<file path="config.mk">
export PLATFORM = sky130hd
export DESIGN_NAME = sct_ctrl
export DESIGN_NICKNAME = d
export VERILOG_FILES = /design/src/sv/sct_pkg.sv /design/src/sv/sct_ctrl.sv
export SDC_FILE = /design/constraint.sdc
export NUM_CORES = 1
export LEC_CHECK = 0
export ABC_AREA = 1
export BUFFER_PORTS_ARGS = -buffer_cell sky130_fd_sc_hd__buf_2
export CAP_MARGIN = 0
export CORE_AREA = 2 2 39 41
export DETAILED_ROUTE_END_ITERATION = 10
export DIE_AREA = 0 0 41 43
export SLEW_MARGIN = 15
export SYNTH_ARGS = -nofsm -noshare
export SYNTH_HDL_FRONTEND = slang
export SYNTH_SLANG_ARGS = --single-unit
</file>
<file path="constraint.sdc">
create_clock -name clk -period 1.51 [get_ports clk]
set_input_delay 0.453 -clock clk [delete_from_list [all_inputs] [get_ports clk]]
set_output_delay 0.453 -clock clk [all_outputs]
set_load 0.01 [all_outputs]
</file>
<file path="src/sv/sct_pkg.sv">
// ----------------------------------------------------------------------------
// sct_pkg: shared types and constants of the segment crossing tester
// Word layouts, sequencer states, verdict and orientation codes, widths.
// ----------------------------------------------------------------------------
package sct_pkg;

	// Vertex store geometry
	localparam int VERTEX_COUNT = 256;
	localparam int VADDR_W      = $clog2(VERTEX_COUNT);

	// Field and arithmetic widths
	localparam int IDX_W   = 8;
	localparam int COORD_W = 24;
	localparam int VERT_W  = 2 * COORD_W;
	localparam int EPS_W   = 20;
	localparam int DIFF_W  = COORD_W + 1;
	localparam int PROD_W  = 2 * DIFF_W;
	localparam int VAL_W   = PROD_W + 1;

	// Sequencer counts
	localparam int PT_COUNT = 4;
	localparam int CNT_W    = 4;
	localparam logic [CNT_W-1:0] LOAD_LAST = CNT_W'(PT_COUNT);
	localparam logic [CNT_W-1:0] MUL_LAST  = CNT_W'(9);

	// Configuration register indexes
	localparam int CFG_IDX_W = 1;
	localparam logic [CFG_IDX_W-1:0] CFG_PARALLEL_EPS  = CFG_IDX_W'(0);
	localparam logic [CFG_IDX_W-1:0] CFG_COLLINEAR_EPS = CFG_IDX_W'(1);
	localparam logic [EPS_W-1:0] PARALLEL_EPS_RST  = EPS_W'(66);
	localparam logic [EPS_W-1:0] COLLINEAR_EPS_RST = EPS_W'(7);

	// Item opcodes
	localparam logic OP_WRITE = 1'b0;
	localparam logic OP_QUERY = 1'b1;

	typedef enum logic [1:0] {
		VD_CROSS    = 2'd0,
		VD_PARALLEL = 2'd1,
		VD_SHARED   = 2'd2,
		VD_NONE     = 2'd3
	} verdict_t;

	typedef enum logic [1:0] {
		ORI_COL = 2'd0,
		ORI_CW  = 2'd1,
		ORI_CCW = 2'd2
	} orient_t;

	typedef enum logic [2:0] {
		ST_IDLE,
		ST_LOAD,
		ST_MULT,
		ST_DRAIN,
		ST_FINISH
	} state_t;

	typedef struct packed {
		logic                      opcode;
		logic [IDX_W-1:0]          write_index;
		logic signed [COORD_W-1:0] coord_x;
		logic signed [COORD_W-1:0] coord_y;
		logic [IDX_W-1:0]          first_start;
		logic [IDX_W-1:0]          first_end;
		logic [IDX_W-1:0]          second_start;
		logic [IDX_W-1:0]          second_end;
	} item_t;

	typedef struct packed {
		logic       crosses;
		logic [1:0] verdict;
	} result_t;

	// Sequencer to datapath controls
	typedef struct packed {
		logic             busy;
		logic             start;
		logic             ld_issue;
		logic             ld_capture;
		logic [1:0]       ld_slot;
		logic             mul_go;
		logic [CNT_W-1:0] mul_sel;
		logic             finish;
	} ctl_t;

endpackage

</file>
<file path="src/sv/sct_ctrl.sv">
// ----------------------------------------------------------------------------
// sct_ctrl: query sequencer
// Steps a query through vertex loads, ten shared multiplies and the result.
// ----------------------------------------------------------------------------
module sct_ctrl (
	input  logic          clk,
	input  logic          arst_n,
	input  logic          query_go,
	input  logic          res_free,
	output sct_pkg::ctl_t ctl
);
	import sct_pkg::*;

	state_t           state_q, state_d;
	logic [CNT_W-1:0] cnt_q;

	// Next state
	always_comb begin
		state_d = state_q;
		unique case (state_q)
			ST_IDLE:   if (query_go) state_d = ST_LOAD;
			ST_LOAD:   if (cnt_q == LOAD_LAST) state_d = ST_MULT;
			ST_MULT:   if (cnt_q == MUL_LAST) state_d = ST_DRAIN;
			ST_DRAIN:  state_d = ST_FINISH;
			ST_FINISH: if (res_free) state_d = ST_IDLE;
			default:   state_d = ST_IDLE;
		endcase
	end

	// Outputs
	always_comb begin
		ctl = '0;
		ctl.busy = (state_q != ST_IDLE);
		unique case (state_q)
			ST_IDLE: begin
				ctl.start = query_go;
			end
			ST_LOAD: begin
				ctl.ld_issue   = (cnt_q < LOAD_LAST);
				ctl.ld_capture = (cnt_q != '0);
				ctl.ld_slot    = 2'(cnt_q - CNT_W'(1));
			end
			ST_MULT: begin
				ctl.mul_go  = 1'b1;
				ctl.mul_sel = cnt_q;
			end
			ST_DRAIN: begin
			end
			ST_FINISH: begin
				ctl.finish = 1'b1;
			end
			default: begin
			end
		endcase
	end

	// State and step counter
	always_ff @(posedge clk or negedge arst_n) begin
		if (!arst_n) begin
			state_q <= ST_IDLE;
			cnt_q   <= '0;
		end else begin
			state_q <= state_d;
			if (state_q != state_d) begin
				cnt_q <= '0;
			end else if (state_q == ST_LOAD || state_q == ST_MULT) begin
				cnt_q <= cnt_q + CNT_W'(1);
			end
		end
	end

	// Counter never runs past the last step of its phase
	a_load_bound: assert property (@(posedge clk) disable iff (!arst_n)
		(state_q == ST_LOAD) |-> (cnt_q <= LOAD_LAST))
		else $error("load counter overran");
	a_mul_bound: assert property (@(posedge clk) disable iff (!arst_n)
		(state_q == ST_MULT) |-> (cnt_q <= MUL_LAST))
		else $error("multiply counter overran");
	a_capture_after_issue: assert property (@(posedge clk) disable iff (!arst_n)
		ctl.ld_capture |-> $past(ctl.ld_issue))
		else $error("vertex capture without a read issued");

endmodule

</file>
==> impl_results.md <==
- Post-route clock period utilization: 1.09
- Final setup margin: -0.128 ns
- CP Class: flop to output port
- RD Place Congestion: 0.720
- Distinct cell type count after synthesis: 17
- Via Count: 532
- Drc violations: 0
- Multi-input logic area: 313 um^2
- DP Cell Count: 102
- Vias/cell: 4.67
- Failing checks: setup timing
- Synthesized area per cell: 7.12 um^2
- Worst slew pin tran: 0.220 ns
- Nets: 106
- Status: complete, but fails checks
- CP Launch Type: flop
- Total Routing Usage GR: 0.160
- Synth warn: 0
- Buffers plus inverters on the worst setup path: 2
- Async SR Flop Fraction: 1.00
- Largest area contributor in the netlist: dfrtp_1
- CP max stage delay: 0.41 ns
- CP endpoint kind: output port
- CTS HTree Levels: 1
- Ranking of synthesized cells by area: dfrtp_1, nand2_1, nor2_1
- Setup violations, final: 12
- CP top delay family: flip-flops
- Clock slew at reported path FFs: 0.05 ns
- Storage cell area: 178 um^2
- WP data arrival: 1.19 ns
- Worst EP required: 1.06 ns
- Minimum clock period after layout: 1.64 ns
- Antenna viol nets, final: 0
- Tot Pwr: 0.00160 W
- Crit Reg-Reg Startpoint: cnt_q[1]
- Antenna cells: 0
- Clock tree from TritonCTS: yes
- FILL cells: 132
- Hold Path Class: input pin to async pin
- Global routing's busiest layer: met2
- Top cell type's share of synthesized area: 0.362
- Number of global-route vias before repair: 479
- Clock Skew: 0.00583 ns
- Non-Filler Instances: 114
- Top FF cell, synth: dfrtp_1
- Cells after Synth: 68
- Post-DP HPWL: 793 um
- Worst setup path startpoint: state_q[2]
- DIE WIDTH: 41 um
- Core Box Area: 1380 um^2
- Pwr/cell area: 2130 nW/um^2
- Die Ht: 43 um
- Layout cells sized above 1: 0.490
- Slew headroom: 0.852
- Total CTS buffers: 3
- Slew Limit Fails: 0
- Final instance area: 749 um^2
- Die footprint: 1760 um^2
- FP Rows: 14
- WL/cell: 10.3 um
- Met2 usage: 0.241
- Initial antenna violation count: 0
- Grt ovf: 0
- RSZ-0062 raised after global routing: true
- Area Overhead vs Synth: 54.8%
- Leakage: 0.402 nW
- Post-synthesis sequential area ratio: 0.362
- Max Freq: 0.610 GHz
- Crit-path slowest cell: dfrtp_1
- DRT iter0 DRCs: 11
- DR pass1 iterations: 4
- Clock Sinks: 7
- Routing usage on met1: 0.198
- Starting Density: 0.350
- Syn Nets: 75
- Clock Tree Root: clkbuf_4
- Met3 GRT Util: 0.0157
- Count leader, synth: nand2_1
- Post-Syn Area: 484 um^2
- First-pass GRT wire length: 1880 um
- Crit path max fanout: 6
- Clock buffer depth: 2
- I/O pins: 16
- EDFF count, synth: 0
- Final hold violation count: 0
- Largest net degree at the start of global routing: 8
- FF+latch count, synth: 7
- Peak VDD IR: 0.866 mV
- MaxCap Viol Count: 0
- Commonest cells post-synth: nand2_1, nor2_1, dfrtp_1, inv_1, nand3_1
- Worst-Skew Late Latency: 0.25 ns
- Port buffer count: 15
- Drt total wl: 1170 um
- Crit path cell chain: inv_4 -> nand3_4 -> nor3_2 -> buf_2
- Placed instance area: 602 um^2
[what timing repair did]
item | in CTS | in global routing
hold buffers | 0 | 0
endpoints found under the setup margin | 10 | 16
setup buffers | 4 | 4
endpoints found under the hold margin | 0 | 0
pin swaps | 3 | 2
gates resized for setup | 9 | 8
gates cloned | 0 | 0
[registers in the layout (all words and copies together) (netlist names)]
name     flops
state_q      3
cnt_q        4
[report_power, final]
| part | total [W] | switching, W | internal (W) |
|---|---|---|---|
| Clock | 0.000162 | 0.0000616 | 0.000100 |
| Combinational | 0.00110 | 0.000609 | 0.000492 |
| Sequential | 0.000334 | 0.0000768 | 0.000258 |
[per-stage QoR]
stage	utilization	hold WS (ns)	setup WS (ns)	setup TNS, ns
finish	0.542	0.0254	-0.128	-0.953
detailed placement	0.435	0.288	0.0386	0
global placement	0.435	0.286	0.0158	0
floorplan	-	0.157	0.0841	0
CTS	0.500	0.0167	-0.127	-1.13
global route	0.542	0.0201	-0.177	-1.89
[logic make-up after synthesis]
family          share of synthesized area
compound gates                     0.0749
fa+ha+maj                          0.0775
simple gates                        0.382
xor+xnor                           0.0181
flops                               0.362
buf+inv                            0.0853
[routing by layer]
layer  wire, um  share of wire
met5          0              0
met4         15          0.013
met3         43          0.037
met2        567           0.48
met1        544           0.46
[path summary, 6_finish.rpt]
kind | cells past startpoint | slack, ns | to
max | 4 | -0.13 | ctl[9]
min | 1 | 0.03 | cnt_q[0]
max reg2reg | 11 | 0.06 | cnt_q[0]
min reg2reg | 3 | 0.62 | cnt_q[3]
max in group asynchronous | 1 | 1.31 | state_q[0]
min in group clk | 4 | 0.51 | state_q[2]
[placed cells by master (no fill, tap or decap)]
cell	synthesis	routed
buf_2	0	15
nand2_1	14	13
nor2_1	13	11
buf_4	0	8
inv_2	4	5
inv_1	7	5
dfrtp_1	7	5
nand3_1	5	4
clkbuf_4	0	3
buf_6	0	3
nor3_2	1	2
o21ai_0	2	2
nand3_4	0	2
a31oi_1	2	2
nor2_2	0	2
nand4_1	2	2
nand2_2	1	2
ha_1	3	2
dfrtp_2	0	2
inv_4	0	1
nor3_1	2	1
nand3_2	2	1
o21ai_2	1	1
a21oi_1	1	1
xor2_1	1	1
ha_4	0	1
clkbuf_1	0	1
[area by class of cell]
type,count,area share
Tap cell,16,0.0267
Inverter,11,0.0584
Timing Repair Buffer,26,0.225
Sequential cell,7,0.237
Clock buffer,4,0.0351
Multi-Input combinational cell,50,0.417
Note: power is estimated with default switching activity, not from simulation.
