### src/sv/sct_pkg.sv
// ----------------------------------------------------------------------------
// sct_pkg: shared types and constants of the segment crossing tester
// Word layouts, sequencer states, verdict and orientation codes, widths.
// ----------------------------------------------------------------------------
package sct_pkg;

	// Vertex store geometry
	localparam int VERTEX_COUNT = 256;
	localparam int VADDR_W      = $clog2(VERTEX_COUNT);

	// Field and arithmetic widths
	localparam int IDX_W   = 8;
	localparam int COORD_W = 24;
	localparam int VERT_W  = 2 * COORD_W;
	localparam int EPS_W   = 20;
	localparam int DIFF_W  = COORD_W + 1;
	localparam int PROD_W  = 2 * DIFF_W;
	localparam int VAL_W   = PROD_W + 1;

	// Sequencer counts
	localparam int PT_COUNT = 4;
	localparam int CNT_W    = 4;
	localparam logic [CNT_W-1:0] LOAD_LAST = CNT_W'(PT_COUNT);
	localparam logic [CNT_W-1:0] MUL_LAST  = CNT_W'(9);

	// Configuration register indexes
	localparam int CFG_IDX_W = 1;
	localparam logic [CFG_IDX_W-1:0] CFG_PARALLEL_EPS  = CFG_IDX_W'(0);
	localparam logic [CFG_IDX_W-1:0] CFG_COLLINEAR_EPS = CFG_IDX_W'(1);
	localparam logic [EPS_W-1:0] PARALLEL_EPS_RST  = EPS_W'(66);
	localparam logic [EPS_W-1:0] COLLINEAR_EPS_RST = EPS_W'(7);

	// Item opcodes
	localparam logic OP_WRITE = 1'b0;
	localparam logic OP_QUERY = 1'b1;

	typedef enum logic [1:0] {
		VD_CROSS    = 2'd0,
		VD_PARALLEL = 2'd1,
		VD_SHARED   = 2'd2,
		VD_NONE     = 2'd3
	} verdict_t;

	typedef enum logic [1:0] {
		ORI_COL = 2'd0,
		ORI_CW  = 2'd1,
		ORI_CCW = 2'd2
	} orient_t;

	typedef enum logic [2:0] {
		ST_IDLE,
		ST_LOAD,
		ST_MULT,
		ST_DRAIN,
		ST_FINISH
	} state_t;

	typedef struct packed {
		logic                      opcode;
		logic [IDX_W-1:0]          write_index;
		logic signed [COORD_W-1:0] coord_x;
		logic signed [COORD_W-1:0] coord_y;
		logic [IDX_W-1:0]          first_start;
		logic [IDX_W-1:0]          first_end;
		logic [IDX_W-1:0]          second_start;
		logic [IDX_W-1:0]          second_end;
	} item_t;

	typedef struct packed {
		logic       crosses;
		logic [1:0] verdict;
	} result_t;

	// Sequencer to datapath controls
	typedef struct packed {
		logic             busy;
		logic             start;
		logic             ld_issue;
		logic             ld_capture;
		logic [1:0]       ld_slot;
		logic             mul_go;
		logic [CNT_W-1:0] mul_sel;
		logic             finish;
	} ctl_t;

endpackage

### src/sv/sct_datapath.sv
// ----------------------------------------------------------------------------
// sct_datapath: vertex registers and the shared multiply-subtract unit
// Holds the four points, runs one signed multiply per step and classifies.
// ----------------------------------------------------------------------------
module sct_datapath (
	input  logic                        clk,
	input  logic                        arst_n,
	input  sct_pkg::ctl_t               ctl,
	input  sct_pkg::item_t              item,
	input  logic [sct_pkg::EPS_W-1:0]   parallel_eps,
	input  logic [sct_pkg::EPS_W-1:0]   collinear_eps,
	input  logic [sct_pkg::VERT_W-1:0]  rdata,
	output logic [sct_pkg::VADDR_W-1:0] raddr,
	output sct_pkg::verdict_t           verdict
);
	import sct_pkg::*;

	logic [IDX_W-1:0]          idx_sh_q [PT_COUNT];
	logic                      shared_q;
	logic                      rng_s1;
	logic signed [COORD_W-1:0] pts_x_q [PT_COUNT];
	logic signed [COORD_W-1:0] pts_y_q [PT_COUNT];

	logic signed [COORD_W-1:0] ua, ub, va, vb;
	logic signed [DIFF_W-1:0]  da, db;
	logic signed [PROD_W-1:0]  prod_c;
	logic signed [PROD_W-1:0]  prod_s1;
	logic [CNT_W-1:0]          tag_s1;
	logic                      pv_s1;
	logic signed [PROD_W-1:0]  acc_q;

	logic signed [VAL_W-1:0]   val;
	logic [VAL_W-1:0]          mag;
	logic                      below_par;
	orient_t                   ori_c;
	logic                      par_q;
	orient_t                   ori_q [PT_COUNT];

	// Read address comes from the head of the index shift line
	assign raddr = VADDR_W'(idx_sh_q[0]);

	// Latch indices, shift them out one read at a time, capture points
	always_ff @(posedge clk) begin
		if (ctl.start) begin
			idx_sh_q[0] <= item.first_start;
			idx_sh_q[1] <= item.first_end;
			idx_sh_q[2] <= item.second_start;
			idx_sh_q[3] <= item.second_end;
			shared_q <= (item.first_start == item.second_start) ||
			            (item.first_start == item.second_end) ||
			            (item.first_end == item.second_start) ||
			            (item.first_end == item.second_end);
		end else if (ctl.ld_issue) begin
			for (int i = 0; i < PT_COUNT - 1; i++) begin
				idx_sh_q[i] <= idx_sh_q[i+1];
			end
		end
		rng_s1 <= (32'(idx_sh_q[0]) < VERTEX_COUNT);
		if (ctl.ld_capture) begin
			pts_x_q[ctl.ld_slot] <= rng_s1 ? rdata[COORD_W-1:0] : '0;
			pts_y_q[ctl.ld_slot] <= rng_s1 ? rdata[VERT_W-1:COORD_W] : '0;
		end
	end

	// Operand select: each step multiplies (ua - ub) by (va - vb).
	// Slots: 0 first start, 1 first end, 2 second start, 3 second end.
	always_comb begin
		ua = '0;
		ub = '0;
		va = '0;
		vb = '0;
		unique case (ctl.mul_sel)
			// direction cross product
			4'd0: begin ua = pts_x_q[0]; ub = pts_x_q[1]; va = pts_y_q[2]; vb = pts_y_q[3]; end
			4'd1: begin ua = pts_y_q[0]; ub = pts_y_q[1]; va = pts_x_q[2]; vb = pts_x_q[3]; end
			// first segment against second start
			4'd2: begin ua = pts_y_q[1]; ub = pts_y_q[0]; va = pts_x_q[2]; vb = pts_x_q[1]; end
			4'd3: begin ua = pts_x_q[1]; ub = pts_x_q[0]; va = pts_y_q[2]; vb = pts_y_q[1]; end
			// first segment against second end
			4'd4: begin ua = pts_y_q[1]; ub = pts_y_q[0]; va = pts_x_q[3]; vb = pts_x_q[1]; end
			4'd5: begin ua = pts_x_q[1]; ub = pts_x_q[0]; va = pts_y_q[3]; vb = pts_y_q[1]; end
			// second segment against first start
			4'd6: begin ua = pts_y_q[3]; ub = pts_y_q[2]; va = pts_x_q[0]; vb = pts_x_q[3]; end
			4'd7: begin ua = pts_x_q[3]; ub = pts_x_q[2]; va = pts_y_q[0]; vb = pts_y_q[3]; end
			// second segment against first end
			4'd8: begin ua = pts_y_q[3]; ub = pts_y_q[2]; va = pts_x_q[1]; vb = pts_x_q[3]; end
			4'd9: begin ua = pts_x_q[3]; ub = pts_x_q[2]; va = pts_y_q[1]; vb = pts_y_q[3]; end
			default: begin
			end
		endcase
		da = DIFF_W'(ua) - DIFF_W'(ub);
		db = DIFF_W'(va) - DIFF_W'(vb);
		prod_c = PROD_W'(da) * PROD_W'(db);
	end

	// Register the product with its step tag
	always_ff @(posedge clk or negedge arst_n) begin
		if (!arst_n) begin
			pv_s1 <= 1'b0;
		end else begin
			pv_s1 <= ctl.mul_go;
		end
	end

	always_ff @(posedge clk) begin
		prod_s1 <= prod_c;
		tag_s1  <= ctl.mul_sel;
	end

	// Subtract the pair and classify
	always_comb begin
		val       = VAL_W'(acc_q) - VAL_W'(prod_s1);
		mag       = val[VAL_W-1] ? VAL_W'(-val) : VAL_W'(val);
		below_par = (mag < VAL_W'(parallel_eps));
		if (mag < VAL_W'(collinear_eps)) begin
			ori_c = ORI_COL;
		end else if (!val[VAL_W-1] && val != '0) begin
			ori_c = ORI_CW;
		end else begin
			ori_c = ORI_CCW;
		end
	end

	// Hold first product of a pair; store the outcome on the second
	always_ff @(posedge clk) begin
		if (pv_s1 && !tag_s1[0]) begin
			acc_q <= prod_s1;
		end
		if (pv_s1 && tag_s1[0]) begin
			unique case (tag_s1[CNT_W-1:1])
				3'd0:    par_q    <= below_par;
				3'd1:    ori_q[0] <= ori_c;
				3'd2:    ori_q[1] <= ori_c;
				3'd3:    ori_q[2] <= ori_c;
				3'd4:    ori_q[3] <= ori_c;
				default: begin
				end
			endcase
		end
	end

	// Parallel wins over shared end point, then the orientation pairs
	always_comb begin
		if (par_q) begin
			verdict = VD_PARALLEL;
		end else if (shared_q) begin
			verdict = VD_SHARED;
		end else if (ori_q[0] != ori_q[1] && ori_q[2] != ori_q[3]) begin
			verdict = VD_CROSS;
		end else begin
			verdict = VD_NONE;
		end
	end

endmodule

### config.mk
export PLATFORM = sky130hd
export DESIGN_NAME = sct_datapath
export DESIGN_NICKNAME = d
export VERILOG_FILES = /design/src/sv/sct_pkg.sv /design/src/sv/sct_datapath.sv
export SDC_FILE = /design/constraint.sdc
export NUM_CORES = 2
export LEC_CHECK = 0
export BUFFER_PORTS_ARGS = -buffer_cell sky130_fd_sc_hd__buf_2
export CAP_MARGIN = 15
export CORE_ASPECT_RATIO = 1.75
export CORE_UTILIZATION = 50
export CTS_CLUSTER_DIAMETER = 200
export DETAILED_ROUTE_END_ITERATION = 8
export PLACE_DENSITY = 0.65
export SETUP_SLACK_MARGIN = 0.1
export SLEW_MARGIN = 15
export SYNTH_ARGS = -nofsm -noshare
export SYNTH_HDL_FRONTEND = slang
export SYNTH_SLANG_ARGS = --single-unit
### constraint.sdc
create_clock -name clk -period 23.9 [get_ports clk]
set_clock_uncertainty 0.15 [all_clocks]
set_input_delay 4.78 -clock clk [delete_from_list [all_inputs] [get_ports clk]]
set_output_delay 4.78 -clock clk [all_outputs]
set_load 0.05 [all_outputs]
==> flow_summary.ini <==
[grt]
grt_antenna_before_repair = 4
overflow = 0
grt.total_usage_pct = 28.9
grt_pass1_vias = 37314
grt_pass1_wl_mm = 198
grt_max_degree = 67

[floorplanning]
die_w_um = 226
ios = 201
start_util_pct = 50.6
rows = 143
dieArea_um2 = 89300
die_h_um = 395
design.core.area_um2 = 87000

[timing]
fmax_mhz = 53.1
max_slew_margin_pct = 24.9
finalSetupTns_ns = 0
hold_violations = 0
slew_viol_final = 0
rsz0062_at_grt = false
tightest_slew_ns = 1.13
post-route-period-util_pct = 78.8
finalSetupViolations = 0
period_needed_ns = 18.84

[cts]
clockBufferDepth = 3
htreeDepth = 1
ctsRootBufferMaster = clkbuf_16
clk_pin_slew_ns = 0.08
cts_setup_buffers = 0
clkLatencyLatePin_ns = 0.63
clock-sinks = 339
cts_buffers = 31
tritoncts = done
ctsResizeCount = 0
ctsHoldBuffers = 0

[drt]
drt_wl_total_mm = 126
postRouteAntennaNets = 0
met1_length_mm = 41.9
route.detailed.wl_per_inst_um = 21.6
top_layer_used = met5
drc_errors = 4
dr.pass1.iters = 9
routed-wl-met3_mm = 6.93
vias = 34492
met2RoutedLength_mm = 67.3
vias_per_cell = 5.92
drt-initial-drc-count = 2554

[setup_path]
worst-path-buf-inv = 7
reg2reg_slack_ns = 10.27
startpoint_type = input port
cp_top_family = compound AO/OA/AOI/OAI gates
crit_path_frequent_cell = fa_1
arrival_ns = 19.17
cp-startpoint = ctl[3]
reg2regPathDepth = 44
required_ns = 24.23
slowest_delay_ns = 0.76
worstReg2RegStart = pts_y_q[0][0]
path_class = input port to register
cp_max_fo = 66
crit_slowest_cell = buf_4
crit_cells = 47
end_kind = register

[yosys]
syn_nets = 5695
syn_area_per_cell_um2 = 9.65
synth_area_um2 = 44000
async_flop_share_pct = 0.295
yosysUniqueCellTypes = 95
synth_edf_count = 284
synth-seq-cells = 339
yosys_warnings = 0
synth_flop_cell = edfxtp_1
synth_seq_area_share_pct = 21.9
syn_inst = 4565

[run_status]
status = complete, but fails checks
failed_checks = DRC

[placed_design]
place_area_um2 = 46500
gp_congestion = 0.910
io_buffers = 141
dp_hpwl_mm = 98.6

[finish]
final_common_cell = inv_1
final_layout_size_suffix_gt1_share_pct = 8.73
final_cell_mix = 794 x inv_1, 661 x fa_1, 482 x nand2_1
fin_area_um2 = 47500
nets = 5767
syn2layout_area_growth_pct = 7.99
fillCellCount = 7988

[min_path]
hold_depth = 0
hp-class = register to register
min-delay-start = prod_s1[25]

[flow_run]
drv_cap = 0
sequential cells by signal, indices dropped and copies added (netlist names):
register and count:
par_q 1, pts_y_q 96, acc_q 50, ori_q 8
tag_s1 4, prod_s1 50, pv_s1 1, shared_q 1
pts_x_q 96, idx_sh_q 32
cell usage after synthesis, types with 7 or more instances:
master / count / area share, %
a22o_1: 47 / 0.93
o21a_1: 37 / 0.63
and3_1: 32 / 0.45
nand3_1: 77 / 0.88
mux2_2: 25 / 0.64
nand4_1: 30 / 0.43
clkbuf_1: 177 / 1.5
or2_2: 31 / 0.44
a31oi_1: 20 / 0.28
and2_1: 83 / 1.2
xor2_1: 63 / 1.3
a221oi_1: 47 / 0.93
or3_1: 15 / 0.21
nor3b_1: 14 / 0.24
a211o_1: 10 / 0.20
ha_1: 278 / 7.9
nor4_1: 16 / 0.23
nand3b_1: 8 / 0.14
o2111ai_1: 9 / 0.18
nor2b_1: 53 / 0.75
o211ai_1: 20 / 0.34
edfxtp_1: 284 / 19
o31ai_1: 20 / 0.34
a21boi_0: 9 / 0.15
a222oi_1: 95 / 2.2
a22oi_1: 49 / 0.84
fa_1: 661 / 30
inv_1: 794 / 6.8
o21bai_1: 21 / 0.36
xnor2_1: 131 / 2.6
dfxtp_1: 54 / 2.5
nor2_1: 303 / 2.6
a211oi_1: 23 / 0.39
o21ai_0: 90 / 1.0
nand2_1: 482 / 4.1
nand2b_1: 54 / 0.77
a2111oi_0: 7 / 0.14
a21o_1: 66 / 1.1
a21oi_1: 153 / 1.7
nor3_1: 49 / 0.56
final timing paths:
check,endpoint
max,prod_s1[49]
min reg2reg,acc_q[25]
min in group asynchronous,pv_s1
max reg2reg,prod_s1[49]
min,acc_q[25]
max in group asynchronous,pv_s1
through the flow:
stage | setup slack [ns] | util, % | std cells | hold slack (ns)
floorplan | 7.27 | - | 4565 | 0.258
global placement | 4.56 | 53.5 | 5764 | 0.264
detailed placement | 4.45 | 53.5 | 5764 | 0.264
CTS | 5.10 | 54.7 | 5822 | 0.275
global route | 4.33 | 54.7 | 5823 | 0.279
finish | 5.06 | 54.7 | 5825 | 0.266
final cells by class:
type                    instances  area (µm²)  area share (%)
diodes                          3        7.51          0.0158
clock buffers                  43         893            1.88
clock inverters                15         131           0.276
inverters                     794        2980            6.27
multi-input cells            3247       31100            65.5
flip-flops and latches        339        9630            20.3
well taps                    1160        1450            3.05
repair buffers                224        1330            2.79
cells by family after synthesis:
logic type      synth area share (%)
xor+xnor                        3.86
compound gates                  13.5
flops                           21.9
mux                            0.685
buf+inv                         8.39
simple gates                    13.7
fa+ha+maj                       38.0
metal layers:
layer,track usage (%),vias to the layer above
li1,-,15416
met1,29.3,17175
met2,54.4,1414
met3,3.03,481
met4,19.9,6
met5,0,-
Power is left out: the tool's default activity adds up to more than one toggle a clock period on the data nets, which glitch-free logic cannot reach.
